===== src/design/bcp_pkg.sv =====
// ----------------------------------------------------------------------------
// bcp_pkg: shared types and constants of the barycentric color picker
// Holds the transaction structs, register indexes and fixed widths.
// ----------------------------------------------------------------------------
package bcp_pkg;

  localparam int CoordBits   = 11;
  localparam int CompBits    = 8;
  localparam int Lanes       = 3;
  localparam int QuoBits     = 8;
  localparam int CfgIdxBits  = 3;
  localparam int CfgDataBits = 24;
  localparam int VertexBits  = 2 * CoordBits;

  localparam logic [CompBits-1:0]  ColorMax     = 8'd255;
  localparam logic [CompBits-1:0]  GrayLevel    = 8'd85;
  localparam logic [CoordBits-1:0] WidthReset   = 11'd640;
  localparam logic [CoordBits-1:0] BarTopReset  = 11'd440;

  typedef enum logic [CfgIdxBits-1:0] {
    RegVertexR    = 3'd0,
    RegVertexG    = 3'd1,
    RegVertexB    = 3'd2,
    RegScreenWidth = 3'd3,
    RegBarTop     = 3'd4,
    RegBarColor   = 3'd5
  } bcp_reg_e;

  typedef struct packed {
    logic [CoordBits-1:0] cursor_x;
    logic [CoordBits-1:0] cursor_y;
  } bcp_in_t;

  typedef struct packed {
    logic [CompBits-1:0] red;
    logic [CompBits-1:0] green;
    logic [CompBits-1:0] blue;
    logic                in_bar;
    logic                outside_triangle;
  } bcp_out_t;

endpackage


===== src/design/bcp_skid.sv =====
// ----------------------------------------------------------------------------
// bcp_skid: output register with one skid entry
// Stalls the pipeline only when both entries hold a transaction.
// ----------------------------------------------------------------------------
module bcp_skid (
  input  logic              clk_i,
  input  logic              rst_ni,
  output logic              en_o,
  input  logic              valid_i,
  input  bcp_pkg::bcp_out_t data_i,
  output logic              out_valid_o,
  input  logic              out_ready_i,
  output bcp_pkg::bcp_out_t out_data_o
);
  import bcp_pkg::*;

  logic     ov_q, sv_q;
  bcp_out_t od_q, sd_q;

  assign en_o        = !sv_q;
  assign out_valid_o = ov_q;
  assign out_data_o  = od_q;

  always_ff @(posedge clk_i or negedge rst_ni) begin
    if (!rst_ni) begin
      ov_q <= 1'b0;
      sv_q <= 1'b0;
    end else if (out_ready_i || !ov_q) begin
      if (sv_q) begin
        ov_q <= 1'b1;
        sv_q <= 1'b0;
      end else begin
        ov_q <= valid_i;
      end
    end else if (valid_i && !sv_q) begin
      sv_q <= 1'b1;
    end
  end

  always_ff @(posedge clk_i) begin
    if (out_ready_i || !ov_q) begin
      od_q <= sv_q ? sd_q : data_i;
    end else if (valid_i && !sv_q) begin
      sd_q <= data_i;
    end
  end

endmodule


===== config.mk =====
export PLATFORM = sky130hd
export DESIGN_NAME = bcp_skid
export DESIGN_NICKNAME = d
export VERILOG_FILES = /design/src/design/bcp_pkg.sv /design/src/design/bcp_skid.sv
export SDC_FILE = /design/constraint.sdc
export NUM_CORES = 1
export LEC_CHECK = 0
export BUFFER_PORTS_ARGS = -buffer_cell sky130_fd_sc_hd__buf_2
export CORE_UTILIZATION = 50
export DETAILED_ROUTE_END_ITERATION = 16
export GPL_ROUTABILITY_DRIVEN = 0
export GPL_TIMING_DRIVEN = 0
export HOLD_SLACK_MARGIN = 0.12
export PLACE_DENSITY = 0.76
export SLEW_MARGIN = 10
export SYNTH_ARGS = -nofsm -noshare
export SYNTH_HDL_FRONTEND = slang
export SYNTH_SLANG_ARGS = --single-unit

===== constraint.sdc =====
create_clock -name clk_i -period 5.7 [get_ports clk_i]
set_input_delay 0.855 -clock clk_i [delete_from_list [all_inputs] [get_ports clk_i]]
set_output_delay 0.855 -clock clk_i [all_outputs]
set_load 0.03 [all_outputs]

======== Word level (Yosys, flattened, before mapping) ========
Index checks and enable logic that the tools add are counted.
W data, S select, Z words.
word-level totals
  logic and storage cells ................. 23
  input port bits ......................... 30
  register bits after elaboration ......... 54
  output and inout port bits .............. 28
cells by class
  reductions and logical operators ........ 6
  bitwise operators ....................... 1
  multiplexer cells ....................... 4
operators by type and width
  kind                 count
  $mux W26             1
  $mux W1              3
  $logic_not A1 Y1     2
  $reduce_and A2 Y1    1
  $reduce_bool A2 Y1   1
  $logic_and A1 B1 Y1  1
  $logic_or A1 B1 Y1   1
  $not A1 Y1           1

======== Logic depth before layout (Yosys ltp) ========
Gate-level depths: netlist (run 1).
  word-level depth ........................ 4
  gate-level depth with buffers ........... 4
  gate-level depth less buffers ........... 2

======== Worst setup path after synthesis (run 1) ========
Ideal clock, no wire load.
  path type ............................... input to register
  from .................................... input out_ready_i
  to ...................................... register sd_q[0] (netlist name) (enable)
  stages .................................. 2
  setup time .............................. 0.447 ns
  setup slack ............................. 1.659 ns
  arrival time ............................ 3.594 ns
  required time ........................... 5.253 ns
  buffers on the path ..................... 0
  cells stage by stage .................... nand2b_1 -> nor3b_1
on the way
  cells in the longest elaborated chain, start to end .. 3
RTL lines
  item                         line            RTL
  start, declared              bcp_skid.sv:12  input logic out_ready_i,
  $logic_or A1 B1 Y1           bcp_skid.sv:41  if (out_ready_i || !ov_q) begin
  $not A1 Y1 (no line)         -
  $reduce_and A2 Y1 (no line)  -
  end signal, assigned         bcp_skid.sv:44  sd_q <= data_i;
  end, declared                bcp_skid.sv:18  bcp_out_t od_q, sd_q;
No other way between the ends.
A chain may end at the register's enable or synchronous reset.

======== Worst setup path after layout (run 1) ========
  from .................................... input out_ready_i
  to ...................................... register sd_q[8] (netlist name) (enable)
Same word-level chain as after synthesis.

==> results of run 1 <==
==> layout make-up <==
cell class / count / area (um^2) / share of cell area
Sequential cell: 54 / 1610 / 0.658
Inverter: 1 / 3.75 / 0.00153
Buffer: 3 / 27.5 / 0.0112
Clock buffer: 5 / 68.8 / 0.0281
Tap cell: 48 / 60.1 / 0.0245
Timing Repair Buffer: 59 / 304 / 0.124
Multi-Input combinational cell: 31 / 352 / 0.144
Clock inverter: 3 / 21.3 / 0.00869
==> sequential cells by signal, summed over array words and instances (netlist names) <==
| name | flops |
|---|---|
| out_data_o | 26 |
| out_valid_o | 1 |
| sd_q | 26 |
| sv_q | 1 |
==> power by group <==
part           switching (uW)  internal (uW)  leakage, uW
Clock                     121           86.4    0.0000441
Sequential               6.57            468     0.000522
Combinational            70.6           42.3     0.000389
==> routing by layer <==
layer,up-vias,GRT usage,wire length (um)
li1,478,-,-
met1,475,0.208,1250
met2,42,0.254,1500
met3,11,0.0458,212
met4,0,0.103,96
met5,-,0,0
==> metrics by stage <==
stage / instances / setup slack, ns / power (uW) / hold slack [ns] / utilization
final: 204 / 3.12 / 795 / 0.316 / 0.654
after global routing: 204 / 2.93 / 822 / 0.306 / 0.654
after CTS: 204 / 2.68 / 799 / 0.311 / 0.653
after detailed placement: 196 / 2.34 / 598 / 0.534 / 0.629
after global placement: 194 / 0.432 / 594 / 0.529 / 0.623
after floorplan: 89 / 1.66 / 560 / 0.523 / -
==> cell usage after synthesis <==
master	n
nand2b_1	1
mux2_4	7
nand2_1	1
buf_6	2
dfrtp_1	2
inv_1	1
nor2_1	2
nor3b_1	1
buf_2	1
mux2_2	19
edfxtp_1	52
==> kinds of logic after synthesis <==
| logic type | after synthesis |
|---|---|
| flip-flops | 54 |
| multiplexers | 26 |
| AND/OR/NAND/NOR | 5 |
| buffers and inverters | 4 |
==> path summary, 6_finish.rpt <==
path	slack (ns)	to
max in group asynchronous	5.29	out_valid_o
min in group clk_i	0.55	out_data_o[18]
hold reg to reg	0.55	out_data_o[18]
setup / recovery	3.12	sd_q[8]
hold / removal	0.32	sv_q
setup reg to reg	3.48	sd_q[8]
==> results.json, run 1 <==
{
  "fmax_mhz": 387,
  "crit_slowest_cell": "nor3b_2",
  "synthAdderAreaFrac": 0,
  "rsz0062_at_grt": "no",
  "final_max_slew_viol_count": 0,
  "path_depth": 5,
  "critPathTopFamily": "simple AND/OR/NAND/NOR gates",
  "synthSimpleGateAreaFrac": 0.0126,
  "startpoint": "out_ready_i",
  "syn_to_final_growth_pct": 23.2,
  "muxShareOfSynthArea": 0.161,
  "clock-sinks": 54,
  "synth_xor_area_frac": 0,
  "synthesis.instances": 89,
  "antennaDiodeCount": 0,
  "cts.clk_slew.worst_paths_ns": 0.09,
  "grtUsageTotal": 0.165,
  "max_stage_delay_ns": 0.68,
  "p_per_area_mw_per_mm2": 325,
  "post_route_cells_drive_above_1_share": 0.628,
  "ys_ff_latch": 54,
  "worstPathRequired_ns": 5.71,
  "route.detailed.wl_per_inst_um": 15.0,
  "cts_resized": 0,
  "place_area_mm2": 0.00236,
  "crit_chain": "buf_2 > nand2b_2 > nor3b_2 > buf_6 > buf_4",
  "synth_compound_area_frac": 0,
  "maxCapViolCount": 0,
  "netlist_area_mm2": 0.00199,
  "leakage_uw": 0.000955,
  "syn-num-nets": 119,
  "hold_buffers": 0,
  "cts-root-buf": "clkbuf_8",
  "relSlewSlack": 0.536,
  "ys_seq_area_frac": 0.811,
  "end_kind": "flip-flop",
  "start_util": 0.531,
  "layout_common_cells": "buf_2 (58), edfxtp_1 (52), mux2_2 (19)",
  "rows": 22,
  "hold_viol": 0,
  "core_mm2": 0.00374,
  "drt_iter0_markers": 50,
  "yosysTopAreaCell": "edfxtp_1",
  "fill_cells": 286,
  "synth_top_family_by_area": "multiplexers",
  "cts_htree_levels": 2,
  "cts_setup_buffers": 0,
  "crit_arrival_ns": 2.59,
  "final_area_mm2": 0.00245,
  "critPathBufInv": 3,
  "ant_nets": 0,
  "numCtsBuffers": 5,
  "fin_nets": 185,
  "io_buffer_count": 57,
  "start_kind": "primary input",
  "hold_path_class": "in -> async",
  "drt_wl_total_mm": 3.06,
  "fin_crit_sh": 0.453,
  "vias": 1006,
  "die_w_um": 65.0,
  "worstMarginPinSlew_ns": 0.696,
  "period_minus_slack_ns": 2.58,
  "syn-mean-instance-area_um2": 22.3,
  "vdd_drop_max_v": 0.000215,
  "clock_path_buffers": 2,
  "first_pass_iters": 4,
  "first_global_vias": 1042,
  "synth.top_cell.area_share": 0.786,
  "ys_types": 11,
  "die_y_um": 65.0,
  "critical_path_class": "in -> reg",
  "outcome": "finished clean",
  "yosys_warnings": 0,
  "tns_ns": 0,
  "ios": 58,
  "grt_max_degree": 30,
  "synthTopCellsByArea": "edfxtp_1 (79%), mux2_2 (11%), mux2_4 (5.3%)",
  "r2r-start": "out_valid_o",
  "final_common_cell": "buf_2",
  "remaining_drc_errors": 0,
  "r2r_cells": 4,
  "vias_per_cell": 4.93,
  "fp.dieArea_mm2": 0.00423,
  "grt_overflow": 0,
  "cts_tree": "yes",
  "antenna_found_initial": 0,
  "clock_latency_ns": 0.31,
  "skew_ns": 0.00922,
  "post-dp-hpwl_mm": 2.18,
  "finalSetupViolations": 0,
  "worstPathMaxFanout": 29,
  "grt_pass1_wl_mm": 4.93
}
Power figures use the tool's default switching activity.
==> run 2, diff against run 1 <==
==> constraint.sdc (replaced) <==
create_clock -name clk_i -period 2.4 [get_ports clk_i]
set_input_delay 0.36 -clock clk_i [delete_from_list [all_inputs] [get_ports clk_i]]
set_output_delay 0.36 -clock clk_i [all_outputs]
set_load 0.03 [all_outputs]
==> run 2 against run 1 <==
Sequential share of layout area hardly changed. Worst hold slack worse by 0.070 ns. Largest power group unchanged. Die area stayed put. Cell count stayed put. Critical endpoint is now sd_q[1]. Non-clock buffer count is 1 lower. Clock power is 120% higher. Combinational power is 140% higher. Cell area hardly changed. Register-to-register slack worse by 3.2 ns. Routed wire length is 1.3% higher. Clock skew is 0.0013 ns lower.
==> results.json, run 2 (same netlist as run 1, synthesis figures left out) <==
{
  "vdd_drop_max_v": 0.000496,
  "hold_ws_ns": 0.246,
  "worstPathMaxFanout": 30,
  "antennaDiodeCount": 0,
  "total_power_uw": 1860,
  "p_int_uw": 1410,
  "antenna_found_initial": 0,
  "io_buffer_count": 57,
  "cts.clk_slew.worst_paths_ns": 0.09,
  "start_util": 0.531,
  "combPwrFrac": 0.145,
  "critical_path_class": "reg -> reg",
  "outcome": "finished clean",
  "ant_nets": 0,
  "drt_wl_total_mm": 3.10,
  "layout_common_cells": "buf_2 (58), edfxtp_1 (52), mux2_2 (19)",
  "fin_nets": 185,
  "relSlewSlack": 0.323,
  "maxCapViolCount": 0,
  "p_seq_frac": 0.606,
  "min_to": "sd_q[3]",
  "ff2ff_setup_slack_ns": 0.25,
  "worstPathRequired_ns": 2.32,
  "clock_latency_ns": 0.30,
  "crit_arrival_ns": 2.08,
  "first_global_vias": 1055,
  "r2r-start": "out_valid_o",
  "remaining_drc_errors": 0,
  "rows": 22,
  "grt_max_degree": 31,
  "swShare": 0.241,
  "clock_path_buffers": 2,
  "post_route_cells_drive_above_1_share": 0.609,
  "final_common_cell": "buf_2",
  "rsz0062_at_grt": "no",
  "leakage_uw": 0.000952,
  "r2r_cells": 2,
  "fp.dieArea_mm2": 0.00423,
  "hold_path_class": "in -> reg",
  "p_clk_frac": 0.249,
  "cts_tree": "yes",
  "grt_overflow": 0,
  "die_w_um": 65.0,
  "hold_viol": 0,
  "p_per_area_mw_per_mm2": 760,
  "grt_pass1_wl_mm": 4.96,
  "period_minus_slack_ns": 2.15,
  "ios": 58,
  "vias_per_cell": 4.98,
  "grtUsageTotal": 0.166,
  "finalSetupViolations": 0,
  "drt_iter0_markers": 30,
  "post-dp-hpwl_mm": 2.11,
  "fin_crit_sh": 0.897,
  "r2r_end": "sd_q[1]",
  "route.detailed.wl_per_inst_um": 15.2,
  "first_pass_iters": 4,
  "core_mm2": 0.00374,
  "numCtsBuffers": 5,
  "fmax_mhz": 465,
  "place_area_mm2": 0.00235,
  "hold_start": "data_i[3]",
  "final_max_slew_viol_count": 0,
  "vias": 1016,
  "clock-sinks": 54,
  "p_sw_uw": 448,
  "end_kind": "flip-flop",
  "cts-root-buf": "clkbuf_8",
  "skew_ns": 0.00788,
  "die_y_um": 65.0,
  "syn_to_final_growth_pct": 23.3,
  "fill_cells": 289,
  "cts_htree_levels": 2,
  "final_area_mm2": 0.00245,
  "hold_depth": 1,
  "start_kind": "flip-flop",
  "worstMarginPinSlew_ns": 1.01
}
-- run 2: how the worst max path moves through the flow --
stage | from | endpoint | slack, ns | cells after the start
2_1_floorplan | out_valid_o | sd_q[0] | 0.26 | 2
3_3_place_gp | out_ready_i | sd_q[11] | -0.17 | 3
3_5_place_dp | out_ready_i | sd_q[9] | -0.20 | 3
4_1_cts | out_valid_o | sd_q[1] | 0.20 | 2
5_1_grt | out_valid_o | sd_q[25] | 0.04 | 2
6_report | out_valid_o | sd_q[1] | 0.25 | 2
-- run 2: critical path, cell delays in order (launching register included) --
cell and delay (ns):
dfrtp_1 0.36, nand2b_2 0.43, nor3b_2 0.99
-- run 2: final cells by class --
cell class | count | area [um^2] | area share
inverter | 1 | 3.75 | 0.00153
timing repair buffer | 58 | 295 | 0.121
clock buffer | 6 | 72.6 | 0.0296
tap | 48 | 60.1 | 0.0245
multi-input combinational | 32 | 370 | 0.151
clock inverter | 2 | 8.76 | 0.00358
sequential | 54 | 1610 | 0.658
buffer | 3 | 27.5 | 0.0112
-- run 2: what timing repair did --
item / in CTS / in global routing
endpoints found under the hold margin: 2 / 0
setup endpoints to repair: 18 / 0
hold buffers: 1 / 0
gates resized for setup: 0 / 0
setup buffers: 0 / 0
-- run 2: metal layers --
layer	part of all wire	GRT usage	wire, um	vias up
li1	-	-	-	480
met1	0.41	0.199	1260	492
met2	0.50	0.268	1550	44
met3	0.092	0.0722	286	0
met4	0	0.0571	0	0
met5	0	0	0	-
-- run 2: metrics by stage --
stage / cells / util / worst slack (ns) / setup TNS (ns)
after floorplan: 89 / - / 0.260 / 0
after global placement: 194 / 0.627 / -0.165 / -4.28
after detailed placement: 194 / 0.627 / -0.199 / -5.15
after CTS: 204 / 0.654 / 0.197 / 0
after global routing: 204 / 0.654 / 0.0372 / 0
final: 204 / 0.654 / 0.248 / 0
-- run 2: power groups by stage --
stage	combinational (uW)	sequential (uW)	clock [uW]
after floorplan	91.6	1240	0
after global placement	263	1150	0
after detailed placement	271	1150	0
after CTS	275	1130	480
after global routing	289	1130	511
final	270	1130	464
==> run 3, diff against run 2 <==
--- a/config.mk
+++ b/config.mk
@@ -5,6 +5,7 @@
 export SDC_FILE = /design/constraint.sdc
 export NUM_CORES = 1
 export LEC_CHECK = 0
+export ABC_AREA = 1
 export BUFFER_PORTS_ARGS = -buffer_cell sky130_fd_sc_hd__buf_2
 export CORE_UTILIZATION = 50
 export DETAILED_ROUTE_END_ITERATION = 16
==> run 3 against run 2 <==
Routed wire length grew 8.9%. Maximum frequency grew 14%. First-iteration DRC count grew to 2.8 times the previous value. Core utilization grew 1.4 points. Highest routed layer is now met4. Critical path type unchanged. Largest cell class unchanged.
==> results.json, run 3 <==
{
  "final_area_mm2": 0.00250,
  "yosysMostFrequentCell": "nand2_1",
  "hold_path_class": "in -> reg",
  "final_common_cell": "nand2_1",
  "synthTopCellsByArea": "edfxtp_1 (78%), nand2_1 (15%), dfrtp_1 (2.5%)",
  "fmax_mhz": 529,
  "wl_met2_mm": 1.84,
  "p_clk_frac": 0.324,
  "swShare": 0.232,
  "ff2ff_setup_slack_ns": 0.51,
  "ant_nets": 0,
  "ios": 58,
  "top_layer_used": "met4",
  "final_max_slew_viol_count": 0,
  "fp.dieArea_mm2": 0.00427,
  "antennaDiodeCount": 0,
  "drt_wl_total_mm": 3.37,
  "cts_setup_buffers": 0,
  "skew_ns": 0.00693,
  "crit_arrival_ns": 1.83,
  "synthFlopType": "edfxtp_1",
  "vias": 1248,
  "p_int_uw": 1610,
  "first_global_vias": 1231,
  "die_w_um": 65.3,
  "post_route_cells_drive_above_1_share": 0.355,
  "numCtsBuffers": 5,
  "leakage_uw": 0.00110,
  "ys_types": 10,
  "grt_overflow": 0,
  "io_buffer_count": 57,
  "cts-root-buf": "clkbuf_8",
  "syn-mean-instance-area_um2": 13.8,
  "wl_met1_mm": 1.35,
  "synthArstFlopShare": 0.0370,
  "total_power_uw": 2100,
  "fin_nets": 240,
  "period_minus_slack_ns": 1.89,
  "p_seq_frac": 0.539,
  "first_pass_iters": 4,
  "syn-num-nets": 175,
  "route.detailed.wl_per_inst_um": 13.0,
  "outcome": "finished clean",
  "rsz0062_at_grt": "no",
  "vdd_drop_max_v": 0.000531,
  "rows": 22,
  "hold_viol": 0,
  "p_sw_uw": 489,
  "synth_edf_count": 52,
  "finalSetupViolations": 0,
  "worstPathMaxFanout": 29,
  "post-dp-hpwl_mm": 2.38,
  "end_kind": "flip-flop",
  "start_util": 0.536,
  "worstPathRequired_ns": 2.34,
  "grtUsageTotal": 0.175,
  "place_area_mm2": 0.00235,
  "syn_to_final_growth_pct": 24.8,
  "grt_pass1_wl_mm": 5.34,
  "antenna_found_initial": 0,
  "netlist_area_mm2": 0.00201,
  "synth.top_cell.area_share": 0.779,
  "yosysTopAreaCell": "edfxtp_1",
  "hold_ws_ns": 0.246,
  "p_per_area_mw_per_mm2": 840,
  "relSlewSlack": 0.512,
  "netlist_top_cells_count": "nand2_1 (78), edfxtp_1 (52), buf_6 (3), nand2_2 (3), nor2_1 (3)",
  "grt_max_degree": 30,
  "yosys_warnings": 0,
  "combPwrFrac": 0.137,
  "cts.clk_slew.worst_paths_ns": 0.09,
  "core_mm2": 0.00374,
  "vias_per_cell": 4.82,
  "dp.cells": 250,
  "clock_latency_ns": 0.30,
  "cts_htree_levels": 2,
  "layout_common_cells": "nand2_1 (77), buf_2 (57), edfxtp_1 (52)",
  "drt_iter0_markers": 85,
  "met3_wirelength_um": 142,
  "critical_path_class": "reg -> reg",
  "synthesis.instances": 145,
  "cts_tree": "yes",
  "maxCapViolCount": 0,
  "fin_crit_sh": 0.788,
  "clock_path_buffers": 2,
  "remaining_drc_errors": 0,
  "clock-sinks": 54,
  "start_kind": "flip-flop",
  "ys_ff_latch": 54,
  "fin_cells": 259,
  "worstMarginPinSlew_ns": 0.731,
  "ys_seq_area_frac": 0.803,
  "die_y_um": 65.3
}
[run 3: cell count changes after synthesis]
cell	previous run	this run
inv_8	0	1
nand2_1	1	78
nor3b_1	1	0
buf_8	0	1
nor2_1	2	3
buf_6	2	3
mux2_4	7	0
buf_4	0	1
nand2b_1	1	0
nand2_2	0	3
mux2_2	19	0
buf_2	1	0
[run 3: kinds of logic after synthesis]
logic type,after synthesis,share of synthesized area
flops,54,0.803
simple gates,84,0.161
buf+inv,7,0.0356
[run 3: what timing repair did]
action	CTS	global route
gates resized for setup	1	0
hold endpoints to repair	2	0
hold buffers	1	0
endpoints found under the setup margin	26	0
[run 3: metrics by stage]
step / setup TNS (ns) / setup WS [ns] / utilization
after CTS: 0 / 0.0166 / 0.668
after global placement: -9.75 / -0.376 / 0.629
final: 0 / 0.508 / 0.669
after detailed placement: -13.41 / -0.517 / 0.629
after floorplan: 0 / 0.00971 / -
after global routing: 0 / 0.337 / 0.669
[run 3: final timing paths]
check                             from              to  cells past startpoint
max reg2reg                out_valid_o        sd_q[21]                      2
min reg2reg                   sd_q[20]  out_data_o[20]                      2
max                        out_valid_o        sd_q[21]                      2
min in group asynchronous       rst_ni     out_valid_o                      2
max in group asynchronous       rst_ni            sv_q                      2
min                         data_i[24]        sd_q[24]                      1
[run 3: worst max-delay path, stage by stage (launching register included)]
cell	delay, ns
dfrtp_1	0.37
nand2_2	0.40
nor2_4	0.75
[run 3: metal layers]
metal / vias to the layer above / GRT usage
li1: 613 / -
met1: 598 / 0.185
met2: 31 / 0.320
met3: 6 / 0.0503
met4: 0 / 0.0788
met5: - / 0
[run 3: power by group through the flow]
| stage | registers [uW] | logic [uW] | clock network, uW |
|---|---|---|---|
| 3_5_place_dp | 1160 | 288 | 0 |
| 2_1_floorplan | 1260 | 90.0 | 0 |
| 5_1_grt | 1140 | 311 | 729 |
| 6_report | 1130 | 288 | 681 |
| 4_1_cts | 1140 | 291 | 697 |
| 3_3_place_gp | 1150 | 279 | 0 |
[run 3: layout make-up]
type / instances / area [um^2]
flip-flops and latches: 54 / 1610
clock buffers: 5 / 68.8
multi-input cells: 84 / 333
plain buffers: 5 / 56.3
clock inverters: 3 / 63.8
well taps: 48 / 60.1
fillers: 277 / 1240
inverters: 2 / 15.0
repair buffers: 58 / 295
