**src/design/bcp_pkg.sv**
```systemverilog
// ----------------------------------------------------------------------------
// bcp_pkg: shared types and constants of the barycentric color picker
// Holds the transaction structs, register indexes and fixed widths.
// ----------------------------------------------------------------------------
package bcp_pkg;

  localparam int CoordBits   = 11;
  localparam int CompBits    = 8;
  localparam int Lanes       = 3;
  localparam int QuoBits     = 8;
  localparam int CfgIdxBits  = 3;
  localparam int CfgDataBits = 24;
  localparam int VertexBits  = 2 * CoordBits;

  localparam logic [CompBits-1:0]  ColorMax     = 8'd255;
  localparam logic [CompBits-1:0]  GrayLevel    = 8'd85;
  localparam logic [CoordBits-1:0] WidthReset   = 11'd640;
  localparam logic [CoordBits-1:0] BarTopReset  = 11'd440;

  typedef enum logic [CfgIdxBits-1:0] {
    RegVertexR    = 3'd0,
    RegVertexG    = 3'd1,
    RegVertexB    = 3'd2,
    RegScreenWidth = 3'd3,
    RegBarTop     = 3'd4,
    RegBarColor   = 3'd5
  } bcp_reg_e;

  typedef struct packed {
    logic [CoordBits-1:0] cursor_x;
    logic [CoordBits-1:0] cursor_y;
  } bcp_in_t;

  typedef struct packed {
    logic [CompBits-1:0] red;
    logic [CompBits-1:0] green;
    logic [CompBits-1:0] blue;
    logic                in_bar;
    logic                outside_triangle;
  } bcp_out_t;

endpackage

```
**src/design/bcp_div.sv**
```systemverilog
// ----------------------------------------------------------------------------
// bcp_div: pipelined restoring divider, three lanes
// One quotient bit per stage; the quotient must fit in QuoBits bits.
// ----------------------------------------------------------------------------
module bcp_div #(
  parameter int NW  = 16,
  parameter int DW  = 8,
  parameter int SBW = 1
) (
  input  logic                                    clk_i,
  input  logic                                    rst_ni,
  input  logic                                    en_i,
  input  logic                                    valid_i,
  input  logic [bcp_pkg::Lanes-1:0][NW-1:0]       num_i,
  input  logic [bcp_pkg::Lanes-1:0][DW-1:0]       den_i,
  input  logic [SBW-1:0]                          sb_i,
  output logic                                    valid_o,
  output logic [bcp_pkg::Lanes-1:0][bcp_pkg::QuoBits-1:0] quo_o,
  output logic [bcp_pkg::Lanes-1:0][DW-1:0]       rem_o,
  output logic [bcp_pkg::Lanes-1:0][DW-1:0]       den_o,
  output logic [SBW-1:0]                          sb_o
);
  import bcp_pkg::*;

  logic                                v_q  [QuoBits];
  logic [Lanes-1:0][NW-1:0]            r_q  [QuoBits];
  logic [Lanes-1:0][DW-1:0]            d_q  [QuoBits];
  logic [Lanes-1:0][QuoBits-1:0]       q_q  [QuoBits];
  logic [SBW-1:0]                      sb_q [QuoBits];

  for (genvar k = 0; k < QuoBits; k++) begin : g_stage
    logic                          v_src;
    logic [Lanes-1:0][NW-1:0]      r_src;
    logic [Lanes-1:0][DW-1:0]      d_src;
    logic [Lanes-1:0][QuoBits-1:0] q_src;
    logic [SBW-1:0]                sb_src;
    logic [Lanes-1:0][NW-1:0]      r_d;
    logic [Lanes-1:0][QuoBits-1:0] q_d;

    if (k == 0) begin : g_first
      assign v_src  = valid_i;
      assign r_src  = num_i;
      assign d_src  = den_i;
      assign q_src  = '0;
      assign sb_src = sb_i;
    end else begin : g_next
      assign v_src  = v_q[k-1];
      assign r_src  = r_q[k-1];
      assign d_src  = d_q[k-1];
      assign q_src  = q_q[k-1];
      assign sb_src = sb_q[k-1];
    end

    // trial subtract of the divisor aligned to this quotient bit
    always_comb begin
      logic [NW:0] trial;
      logic [NW:0] dsh;
      for (int l = 0; l < Lanes; l++) begin
        dsh   = (NW+1)'(d_src[l]) << (QuoBits - 1 - k);
        trial = {1'b0, r_src[l]} - dsh;
        if (!trial[NW]) begin
          r_d[l] = trial[NW-1:0];
          q_d[l] = {q_src[l][QuoBits-2:0], 1'b1};
        end else begin
          r_d[l] = r_src[l];
          q_d[l] = {q_src[l][QuoBits-2:0], 1'b0};
        end
      end
    end

    always_ff @(posedge clk_i or negedge rst_ni) begin
      if (!rst_ni) begin
        v_q[k] <= 1'b0;
      end else if (en_i) begin
        v_q[k] <= v_src;
      end
    end

    always_ff @(posedge clk_i) begin
      if (en_i) begin
        r_q[k]  <= r_d;
        d_q[k]  <= d_src;
        q_q[k]  <= q_d;
        sb_q[k] <= sb_src;
      end
    end
  end

  assign valid_o = v_q[QuoBits-1];
  assign quo_o   = q_q[QuoBits-1];
  assign den_o   = d_q[QuoBits-1];
  assign sb_o    = sb_q[QuoBits-1];

  always_comb begin
    for (int l = 0; l < Lanes; l++) begin
      rem_o[l] = r_q[QuoBits-1][l][DW-1:0];
    end
  end

endmodule

```
**config.mk**
```make
export PLATFORM = sky130hd
export DESIGN_NAME = bcp_div
export DESIGN_NICKNAME = d
export VERILOG_FILES = /design/src/design/bcp_pkg.sv /design/src/design/bcp_div.sv
export SDC_FILE = /design/constraint.sdc
export NUM_CORES = 1
export LEC_CHECK = 0
export BUFFER_PORTS_ARGS = -buffer_cell sky130_fd_sc_hd__buf_4
export CAP_MARGIN = 5
export CELL_PAD_IN_SITES_DETAIL_PLACEMENT = 0
export CELL_PAD_IN_SITES_GLOBAL_PLACEMENT = 1
export CORE_MARGIN = 3
export CORE_UTILIZATION = 46
export DETAILED_ROUTE_END_ITERATION = 16
export GPL_TIMING_DRIVEN = 1
export PLACE_DENSITY_LB_ADDON = 0.2
export SLEW_MARGIN = 20
export SYNTH_ARGS = -nofsm -noshare
export SYNTH_HDL_FRONTEND = slang
export SYNTH_SLANG_ARGS = --single-unit
```
**constraint.sdc**
```tcl
create_clock -name clk_i -period 2.9 [get_ports clk_i]
set_clock_uncertainty 0.2 [all_clocks]
set_input_delay 0.145 -clock clk_i [delete_from_list [all_inputs] [get_ports clk_i]]
set_output_delay 0.145 -clock clk_i [all_outputs]
set_load 0.01 [all_outputs]
```
Yosys cells after proc, flatten, opt, wreduce, memory -nomap -nowiden
Memories as Yosys holds them, arrays and structs flattened.
Index checks and enable logic that the tools add are counted.

word-level totals
  RAM bits = 776
  output and inout bits = 74
  word-level logic and storage cells = 86
  memories kept = 4
  bits in registers = 8

memories
  memory  words  width  rd ports  clocked after memory_dff  wr ports  RTL line       RTL
  r_q     8      48     8         0                         8         bcp_div.sv:26  logic [Lanes-1:0][NW-1:0] r_q [QuoBits];
  d_q     8      24     8         0                         8         bcp_div.sv:27  logic [Lanes-1:0][DW-1:0] d_q [QuoBits];
  q_q     8      24     8         0                         8         bcp_div.sv:28  logic [Lanes-1:0][QuoBits-1:0] q_q [QuoBits];
  sb_q    8      1      8         0                         8         bcp_div.sv:29  logic [SBW-1:0] sb_q [QuoBits];

cells by class
  add/sub/neg operators = 24
  mux-type cells = 50

operators by type and width
  cell              count
  $mux W16          24
  $sub A16 B10 Y17  3
  $sub A16 B11 Y17  3
  $sub A16 B12 Y17  3
  $sub A16 B13 Y17  3
  $sub A16 B14 Y17  3
  $sub A16 B15 Y17  3
  $sub A16 B8 Y17   3
  $sub A16 B9 Y17   3
  $mux W1           26

Logic depth before layout (Yosys ltp)
Gate-level depths: netlist (run 1).
An unclocked memory read counts as a cell.

  word-level depth = 3
  mapped depth = 12
  depth with buffers taken out = 10

Least setup slack after synthesis (run 1)
Ideal clock, no wire load.

  kind = register -> register
  start = mem r_q[0][22] in the netlist's numbering
  end = mem r_q[0][71] in the netlist's numbering, data pin
  path slack = 0.078 ns
  data arrival time = 2.362 ns
  clock period less this slack = 2.822 ns
  stages on the path, launching flop included = 11
  path through = edfxtp_1 > inv_1 > ha_1 > inv_1 > fa_1 > a211oi_1 > nor2_1 > o211a_1 > or4_1 > clkbuf_1 > mux2_2

RTL lines
  what                RTL line
  start: declaration  bcp_div.sv:26

==> flow_summary.ini, run 1 <==
[logic_synthesis]
synth_edf_count = 668
syn-num-nets = 2958
seq_area_frac_synth = 0.605
async_flop_share = 0.0118
netlist_area_mm2 = 0.0335
synth_cell_types = 77
syn_area_per_cell_um2 = 12.6
yosysWarnings = 0
synth-seq-cells = 676
ys.flop_type = edfxtp_1
postSynthCellCount = 2665

[layout]
nFillCells = 5906
n_antenna_cell = 0
final_core_util = 0.550
layout_common_cells = edfxtp_1, inv_1, nor2_1, buf_4, ha_1
layout_commonest_cell = edfxtp_1
syn_to_final_growth_pct = 18.0
finalNetCount = 3273
drive_gt1_frac = 0.143

[timing]
grt_setup_unrepaired = no
period_minus_slack_ns = 2.76
slew_headroom = 0.623
slew_viol_final = 0
setup_tns_ns = 0
fmax_mhz = 362
setup_slack_ns = 0.135
fin_crit_sh = 0.953
worst_pin_slew_ns = 0.565
setup_violations = 0
finalHoldViolations = 0

[worst_setup_path]
worst_setup_path_start_kind = flip-flop
cp-end-kind = flip-flop
reg2reg_slack_ns = 0.14
crit_fanout = 13
crit_buf_inv = 1
worst_ep_arrival_time_ns = 2.93
path_class = reg2reg
cp_cell_sequence = ha_1, fa_1, nor2b_1, o31a_1, o31ai_1, a21oi_2, buf_6, mux2_2
cpPeakStageDelay_ns = 0.42
crit_slowest_cell = fa_1
crit_required_ns = 3.06
crit_family = adder cells

[cts]
h-tree-depth = 3
path_clk_slew_ns = 0.06
insertion_delay_ns = 0.62
cts_buffers = 76
cts_sinks = 676
post_cts_buffers = 0
cts_root_buf = clkbuf_16
cts_tree = done
clk_path_buf_depth = 3

[placement]
place_congestion = 0.865
pre_cts_ws_ns = -0.128
port_buffers = 150
place_hpwl_um = 42500

[global_route]
grt.total_usage = 0.156
grt_pass1_wl_um = 97200
antenna_found_initial = 0
grt_max_degree = 100
grt_pass1_vias = 20100
gr-total-overflow = 0

[floorplanning]
dieWidth_um = 276
core_region_area_mm2 = 0.0717
pin_count = 151
die_y_um = 276
die-area_mm2 = 0.0760
start_util = 0.467
rows = 98

[power_and_ir_drop]
p_total_mw = 32.4
ir_drop_mv = 0.387
p_per_area_mw_per_mm2 = 820
leakagePower_nw = 15.4

[routing]
wire_per_inst_um = 14.7
wl_um = 58900
wl_met1_um = 26700
vias = 20400
ant_nets = 0
viasPerCell = 5.11
dr.pass1.iters = 5
drt_iter0_markers = 1065
met2_length_um = 28500
wl_met3_um = 2170
drc = 0
highest_layer = met4

[status]
outcome = finished clean

[hold_path]
hold_class = in2reg

[flow_run]
drv_cap = 0
## worst paths after layout
| check | from | cells past startpoint | end |
|---|---|---|---|
| min in group asynchronous | rst_ni | 3 | g_stage[4].v_src$_DFFE_PN0P_ |
| hold reg to reg | r_q[0][66]$_DFFE_PP_ | 0 | r_q[0][114]$_DFFE_PP_ |
| setup reg to reg | d_q[0][56]$_DFFE_PP_ | 8 | r_q[0][170]$_DFFE_PP_ |
| hold / removal | num_i[2] | 2 | r_q[0][2]$_DFFE_PP_ |
| setup / recovery | d_q[0][56]$_DFFE_PP_ | 8 | r_q[0][170]$_DFFE_PP_ |
| max in group asynchronous | rst_ni | 3 | g_stage[2].v_src$_DFFE_PN0P_ |
## report_power, final
| part | switching [mW] | leakage (nW) | internal (mW) |
|---|---|---|---|
| Sequential | 1.01 | 6.54 | 13.0 |
| Combinational | 4.50 | 7.60 | 4.13 |
| Clock | 3.81 | 1.27 | 5.91 |
## cells in the mapped netlist, types with 25 or more instances
library cell    n  area share
edfxtp_1      668        0.60
inv_1         259       0.029
nor2_1        222       0.025
ha_1          192       0.072
a21oi_1       176       0.026
o21ai_0       161       0.024
nand2_1       129       0.014
mux2_2         73       0.025
xnor2_1        69       0.018
o21a_1         64       0.014
nor3_1         53      0.0079
nand2b_1       52      0.0097
xor2_1         50       0.013
nor2b_1        42      0.0079
a21o_1         40      0.0090
a211oi_1       34      0.0076
nand3_1        30      0.0045
o31ai_1        30      0.0067
o31a_1         29      0.0076
clkbuf_1       25      0.0028
## flip-flops by register name, summed over array words and instances, names as in the netlist
register       flops
r_q              360
g_stage.v_src      7
q_q              108
valid_o            1
d_q              192
sb_q               8
## stage by stage
stage	instances	area, µm²	hold slack (ns)
after global placement	3769	36000	-0.236
after global routing	3994	39500	0.00962
final	3994	39500	0.0479
after CTS	3994	39500	0.00131
after detailed placement	3769	36000	-0.235
after floorplan	2665	33500	-0.351
## timing repair
item | in CTS | in global routing
pin swaps | 0 | 0
gates resized for setup | 3 | 10
hold buffers | 83 | 0
setup endpoints to repair | 7 | 23
hold endpoints to repair | 182 | 0
## logic make-up (layout without fill, tap and decap cells)
kind of cell / Yosys count / after routing / synth area share
xor gates and xnor gates: 119 / 119 / 0.0311
adders and majority gates: 216 / 216 / 0.0861
DFF: 676 / 676 / 0.605
and+or+nand+nor: 624 / 624 / 0.0905
AOI/OAI and AO/OA: 619 / 619 / 0.118
muxes: 90 / 90 / 0.0296
buffers and inverters: 321 / 700 / 0.0397
## metal layers
| metal | up-vias | track usage |
|---|---|---|
| met5 | - | 0 |
| li1 | 10400 | - |
| met3 | 103 | 0.0276 |
| met4 | 0 | 0.0564 |
| met2 | 338 | 0.265 |
| met1 | 9532 | 0.201 |
## layout make-up
type | count | area [µm²] | area share
flip-flops and latches | 676 | 20300 | 0.513
repair buffers | 298 | 2560 | 0.0647
clock buffers | 91 | 1980 | 0.0501
clock inverters | 51 | 602 | 0.0152
inverters | 260 | 976 | 0.0247
multi-input cells | 1668 | 11900 | 0.302
well taps | 950 | 1190 | 0.0301
Note: power is estimated with default switching activity, not from simulation.
==> run 2, diff against run 1 <==
--- a/config.mk
+++ b/config.mk
@@ -5,7 +5,7 @@
 export SDC_FILE = /design/constraint.sdc
 export NUM_CORES = 1
 export LEC_CHECK = 0
-export BUFFER_PORTS_ARGS = -buffer_cell sky130_fd_sc_hd__buf_4
+export BUFFER_PORTS_ARGS = -buffer_cell sky130_fd_sc_hd__buf_2
 export CAP_MARGIN = 5
 export CELL_PAD_IN_SITES_DETAIL_PLACEMENT = 0
 export CELL_PAD_IN_SITES_GLOBAL_PLACEMENT = 1
==> run 2 against run 1 <==
Effect of this change:
- register-to-register slack worse by 0.07 ns
- via count shrank 0.15%
- count of clock-buffer cells in the layout decreased by 6
- global-route usage is 0.11 points higher
- sequential cell count did not move
- non-clock buffer count increased by 13
- worst hold slack got worse by 0.0013 ns
- power is 0.23% higher
- critical path type unchanged
- largest power group unchanged
==> flow_summary.ini, run 2 (synthesis results as in run 1) <==
[status]
outcome = finished clean

[layout]
layout_common_cells = edfxtp_1, inv_1, nor2_1, ha_1, a21oi_1
largest_reg_flops = 360
layout_commonest_cell = edfxtp_1
top_register = r_q
drive_gt1_frac = 0.148
reg.largest.list = r_q (360), d_q (192), q_q (108)
final_core_util = 0.547
finalNetCount = 3286
syn_to_final_growth_pct = 17.3

[floorplanning]
die_y_um = 276
start_util = 0.467
die-area_mm2 = 0.0760
rows = 98
dieWidth_um = 276
core_region_area_mm2 = 0.0717
pin_count = 151

[cts]
cts_root_buf = clkbuf_16
path_clk_slew_ns = 0.06
clk_path_buf_depth = 3
insertion_delay_ns = 0.61
cts_sinks = 676
cts_buffers = 76
h-tree-depth = 3
cts_tree = done

[routing]
viasPerCell = 5.09
wire_per_inst_um = 14.8
wl_um = 59100
dr.pass1.iters = 7
drt_iter0_markers = 981
drc = 0
vias = 20400
ant_nets = 0

[placement]
place_hpwl_um = 42900
port_buffers = 150
place_congestion = 0.873

[worst_setup_path]
reg2reg_to = r_q[0][76]$_DFFE_PP_
r2r_cells = 9
crit_path_start = r_q[0][22]$_DFFE_PP_
cp_cell_sequence = inv_1, ha_2, inv_1, fa_2, a211oi_2, nor2_2, o211a_1, or4_4, mux2_4
r2r_start = r_q[0][22]$_DFFE_PP_
cp-end-kind = flip-flop
reg2reg_slack_ns = 0.07
worst_setup_path_start_kind = flip-flop
crit_required_ns = 3.05
worst_ep_arrival_time_ns = 2.99
cpPeakStageDelay_ns = 0.47
crit_slowest_cell = or4_4
path_common_cell = inv_1
critPathCapture = r_q[0][76]$_DFFE_PP_
path_class = reg2reg
crit_fanout = 4

[timing]
whs_ns = 0.0466
fin_crit_sh = 0.977
period_minus_slack_ns = 2.83
fmax_mhz = 353
worst_pin_slew_ns = 0.710
finalHoldViolations = 0
setup_violations = 0
slew_viol_final = 0
slew_headroom = 0.527

[global_route]
gr-total-overflow = 0
grt.total_usage = 0.157
grt_pass1_vias = 20000
grt_max_degree = 70
antenna_found_initial = 0
grt_pass1_wl_um = 98000

[power_and_ir_drop]
p_per_area_mw_per_mm2 = 827
ir_drop_mv = 0.389
leakagePower_nw = 15.3

[hold_path]
hold_class = in2reg

[flow_run]
drv_cap = 0
## run 2: changes by cell type in the layout (fill, tap and decap cells not counted), sizes merged
cell | before | now
clkbuf | 91 | 85
diode | 0 | 1
clkinv | 33 | 30
clkinvlp | 2 | 4
buf | 215 | 228
bufinv | 11 | 13
## run 2: worst max-delay path, delay by kind of cell (launching register included)
family | cells | cell delay (ns)
DFF | 1 | 0.40
buffers and inverters | 2 | 0.13
AOI/OAI and AO/OA | 2 | 0.47
and+or+nand+nor | 2 | 0.55
adders and majority gates | 2 | 0.52
muxes | 1 | 0.32
## run 2: what timing repair did
item	4_1_cts	5_1_grt
hold buffers	83	0
resized for setup	2	18
hold endpoints to repair	122	0
setup buffers	0	4
pin swaps	0	4
setup endpoints to repair	11	32
## run 2: cell type report
| class | count | area [µm²] |
|---|---|---|
| Fill cell | 5980 | 32500 |
| Sequential cell | 676 | 20300 |
| Multi-Input combinational cell | 1668 | 11900 |
| Timing Repair Buffer | 311 | 2300 |
| Clock buffer | 85 | 1980 |
| Tap cell | 950 | 1190 |
| Inverter | 260 | 976 |
| Clock inverter | 52 | 613 |
| Antenna cell | 1 | 2.50 |
## run 2: layer usage
metal / global-route usage / vias up / wire length [µm]
met5: 0 / - / 0
met4: 0.0524 / 0 / 1330
met3: 0.0249 / 96 / 2110
met2: 0.267 / 305 / 28600
met1: 0.206 / 9534 / 27000
li1: - / 10400 / -
## run 2: worst min-delay path by stage
stage,depth (start not counted),end,start,slack (ns)
finish,2,r_q[0][4]$_DFFE_PP_,num_i[4],0.05
global route,2,r_q[0][37]$_DFFE_PP_,num_i[37],0.03
CTS,2,r_q[0][35]$_DFFE_PP_,num_i[35],0.006
detailed placement,1,valid_o$_DFFE_PN0P_,rst_ni,-0.21
global placement,1,valid_o$_DFFE_PN0P_,rst_ni,-0.21
floorplan,0,g_stage[1].v_src$_DFFE_PN0P_,rst_ni,-0.35
## run 2: where the power goes
group	switching, mW	internal (mW)
Sequential	1.01	13.0
Combinational	4.50	4.07
Clock	3.77	6.07
## run 2: through the flow
stage / instances / area, µm² / total power [mW] / setup WS [ns] / setup TNS [ns]
6_report: 4003 / 39300 / 32.5 / 0.0656 / 0
5_1_grt: 4002 / 39300 / 34.5 / -0.0117 / -0.0117
4_1_cts: 3998 / 39200 / 32.8 / 0.0372 / 0
3_5_place_dp: 3778 / 35700 / 22.6 / -0.132 / -0.311
3_3_place_gp: 3778 / 35700 / 22.4 / -0.128 / -0.253
2_1_floorplan: 2665 / 33500 / 20.3 / 0.0780 / 0
==> run 3, diff against run 2 <==
--- a/config.mk
+++ b/config.mk
@@ -13,7 +13,7 @@
 export CORE_UTILIZATION = 46
 export DETAILED_ROUTE_END_ITERATION = 16
 export GPL_TIMING_DRIVEN = 1
-export PLACE_DENSITY_LB_ADDON = 0.2
+export PLACE_DENSITY_LB_ADDON = 0.25
 export SLEW_MARGIN = 20
 export SYNTH_ARGS = -nofsm -noshare
 export SYNTH_HDL_FRONTEND = slang
==> run 3 against run 2 <==
Effect of this change:
- first-iteration DRC count is 7.2% higher
- power is 3.1% lower
- utilization is 0.46 points lower
- sequential share of layout area is 0.44 points higher
==> flow_summary.ini, run 3 (synthesis results as in run 1) <==
[cts]
insertion_delay_ns = 0.59
cts_buffers = 75
h-tree-depth = 3
clk_path_buf_depth = 3
cts_root_buf = clkbuf_16
path_clk_slew_ns = 0.06
cts_tree = done
cts_sinks = 676

[layout]
layout_common_cells = edfxtp_1, inv_1, nor2_1, ha_1, a21oi_1
final_cells = 3994
top_register = r_q
finalNetCount = 3282
nFillCells = 5921
drive_gt1_frac = 0.141
syn_to_final_growth_pct = 16.3
reg.largest.list = r_q (360), d_q (192), q_q (108)
largest_reg_flops = 360
n_antenna_cell = 0
layout_commonest_cell = edfxtp_1
multi_input_area_mm2 = 0.0119
seq_area_mm2 = 0.0203

[floorplanning]
start_util = 0.467
die-area_mm2 = 0.0760
dieWidth_um = 276
core_region_area_mm2 = 0.0717
die_y_um = 276
pin_count = 151
rows = 98

[routing]
vias = 20300
wire_per_inst_um = 14.7
wl_um = 58600
drc = 0
wl_met3_um = 2200
wl_met1_um = 26200
dr.pass1.iters = 5
drt_iter0_markers = 1052
ant_nets = 0
met2_length_um = 28700
highest_layer = met4
viasPerCell = 5.09

[placement]
port_buffers = 150
place_hpwl_um = 42600
placedCellCount = 3774
place_congestion = 0.881

[global_route]
gr-total-overflow = 0
grt_max_degree = 107
grt_pass1_wl_um = 98100
grt.total_usage = 0.156
grt_pass1_vias = 20400
antenna_found_initial = 0

[timing]
period_minus_slack_ns = 2.79
setup_violations = 0
finalHoldViolations = 0
fin_crit_sh = 0.960
worst_pin_slew_ns = 0.599
slew_headroom = 0.597
slew_viol_final = 0
fmax_mhz = 359
setup_tns_ns = 0

[flow_run]
drv_cap = 0

[power_and_ir_drop]
p_comb_frac = 0.271
intPower_mw = 22.4
p_seq_frac = 0.446
ir_drop_mv = 0.400
p_sw_mw = 9.08
switching_share = 0.289
pwr-share-clk = 0.283
leakagePower_nw = 15.2
p_per_area_mw_per_mm2 = 808

[worst_setup_path]
crit_slowest_cell = or4_4
path_class = reg2reg
reg2reg_to = r_q[0][72]$_DFFE_PP_
critPathCapture = r_q[0][72]$_DFFE_PP_
cp-end-kind = flip-flop
crit_path_start = r_q[0][22]$_DFFE_PP_
worst_ep_arrival_time_ns = 2.93
crit_fanout = 6
cp_cell_sequence = inv_1, ha_1, inv_1, fa_2, a211oi_2, nor2_1, o211a_1, or4_4, buf_4, nor2_1, a21oi_1
r2r_start = r_q[0][22]$_DFFE_PP_
crit_required_ns = 3.04
cpPeakStageDelay_ns = 0.45
r2r_cells = 11
reg2reg_slack_ns = 0.11
worst_setup_path_start_kind = flip-flop

[hold_path]
hold_class = in2reg

[status]
outcome = finished clean
==> run 3: layout make-up <==
class | instances | share of cell area
Sequential cell | 676 | 0.520
Multi-Input combinational cell | 1668 | 0.306
Timing Repair Buffer | 308 | 0.0583
Clock buffer | 92 | 0.0509
Tap cell | 950 | 0.0305
Inverter | 260 | 0.0251
Clock inverter | 40 | 0.00858
==> run 3: power groups by stage <==
stage,clock (mW),combinational [mW],sequential (mW)
after global placement,0,8.10,14.2
after CTS,9.22,8.50,14.0
after detailed placement,0,8.33,14.2
after global routing,9.66,9.69,14.2
final,8.90,8.52,14.0
after floorplan,0,6.38,13.9
==> run 3: critical path, delay by kind of cell (launching register included) <==
| family | cells | cell delay [ns] |
|---|---|---|
| simple gates | 3 | 0.64 |
| fa+ha+maj | 2 | 0.50 |
| compound gates | 3 | 0.50 |
| flops | 1 | 0.38 |
| buf+inv | 3 | 0.31 |
==> run 3: worst min-delay path by stage <==
| stage | startpoint | end | slack (ns) | cells past startpoint |
|---|---|---|---|---|
| finish | num_i[4] | r_q[0][4]$_DFFE_PP_ | 0.06 | 2 |
| detailed placement | rst_ni | valid_o$_DFFE_PN0P_ | -0.21 | 1 |
| CTS | num_i[37] | r_q[0][37]$_DFFE_PP_ | 0.02 | 2 |
| global placement | rst_ni | valid_o$_DFFE_PN0P_ | -0.21 | 1 |
| floorplan | rst_ni | g_stage[1].v_src$_DFFE_PN0P_ | -0.35 | 0 |
| global route | num_i[35] | r_q[0][35]$_DFFE_PP_ | 0.03 | 2 |
==> run 3: repair_timing <==
action,in CTS,in global routing
resized for setup,2,10
hold buffers,83,0
buffers inserted,0,5
pin swaps,0,3
setup endpoints to repair,5,28
endpoints found under the hold margin,167,0
==> run 3: through the flow <==
stage,cell area (µm²),power [mW],utilization,setup slack (ns),hold slack [ns]
after floorplan,33500,20.3,-,0.0780,-0.351
after global placement,35700,22.3,0.498,-0.0888,-0.213
after CTS,38800,31.8,0.542,0.0518,0.0183
after detailed placement,35700,22.6,0.498,-0.0837,-0.208
final,38900,31.5,0.543,0.115,0.0644
after global routing,38900,33.6,0.543,-0.0193,0.0303
==> run 3: per-layer routing <==
layer  vias up  global-route usage
met1      9465               0.200
met4         0              0.0549
met5         -                   0
met3       100              0.0255
li1      10400                   -
met2       302               0.270
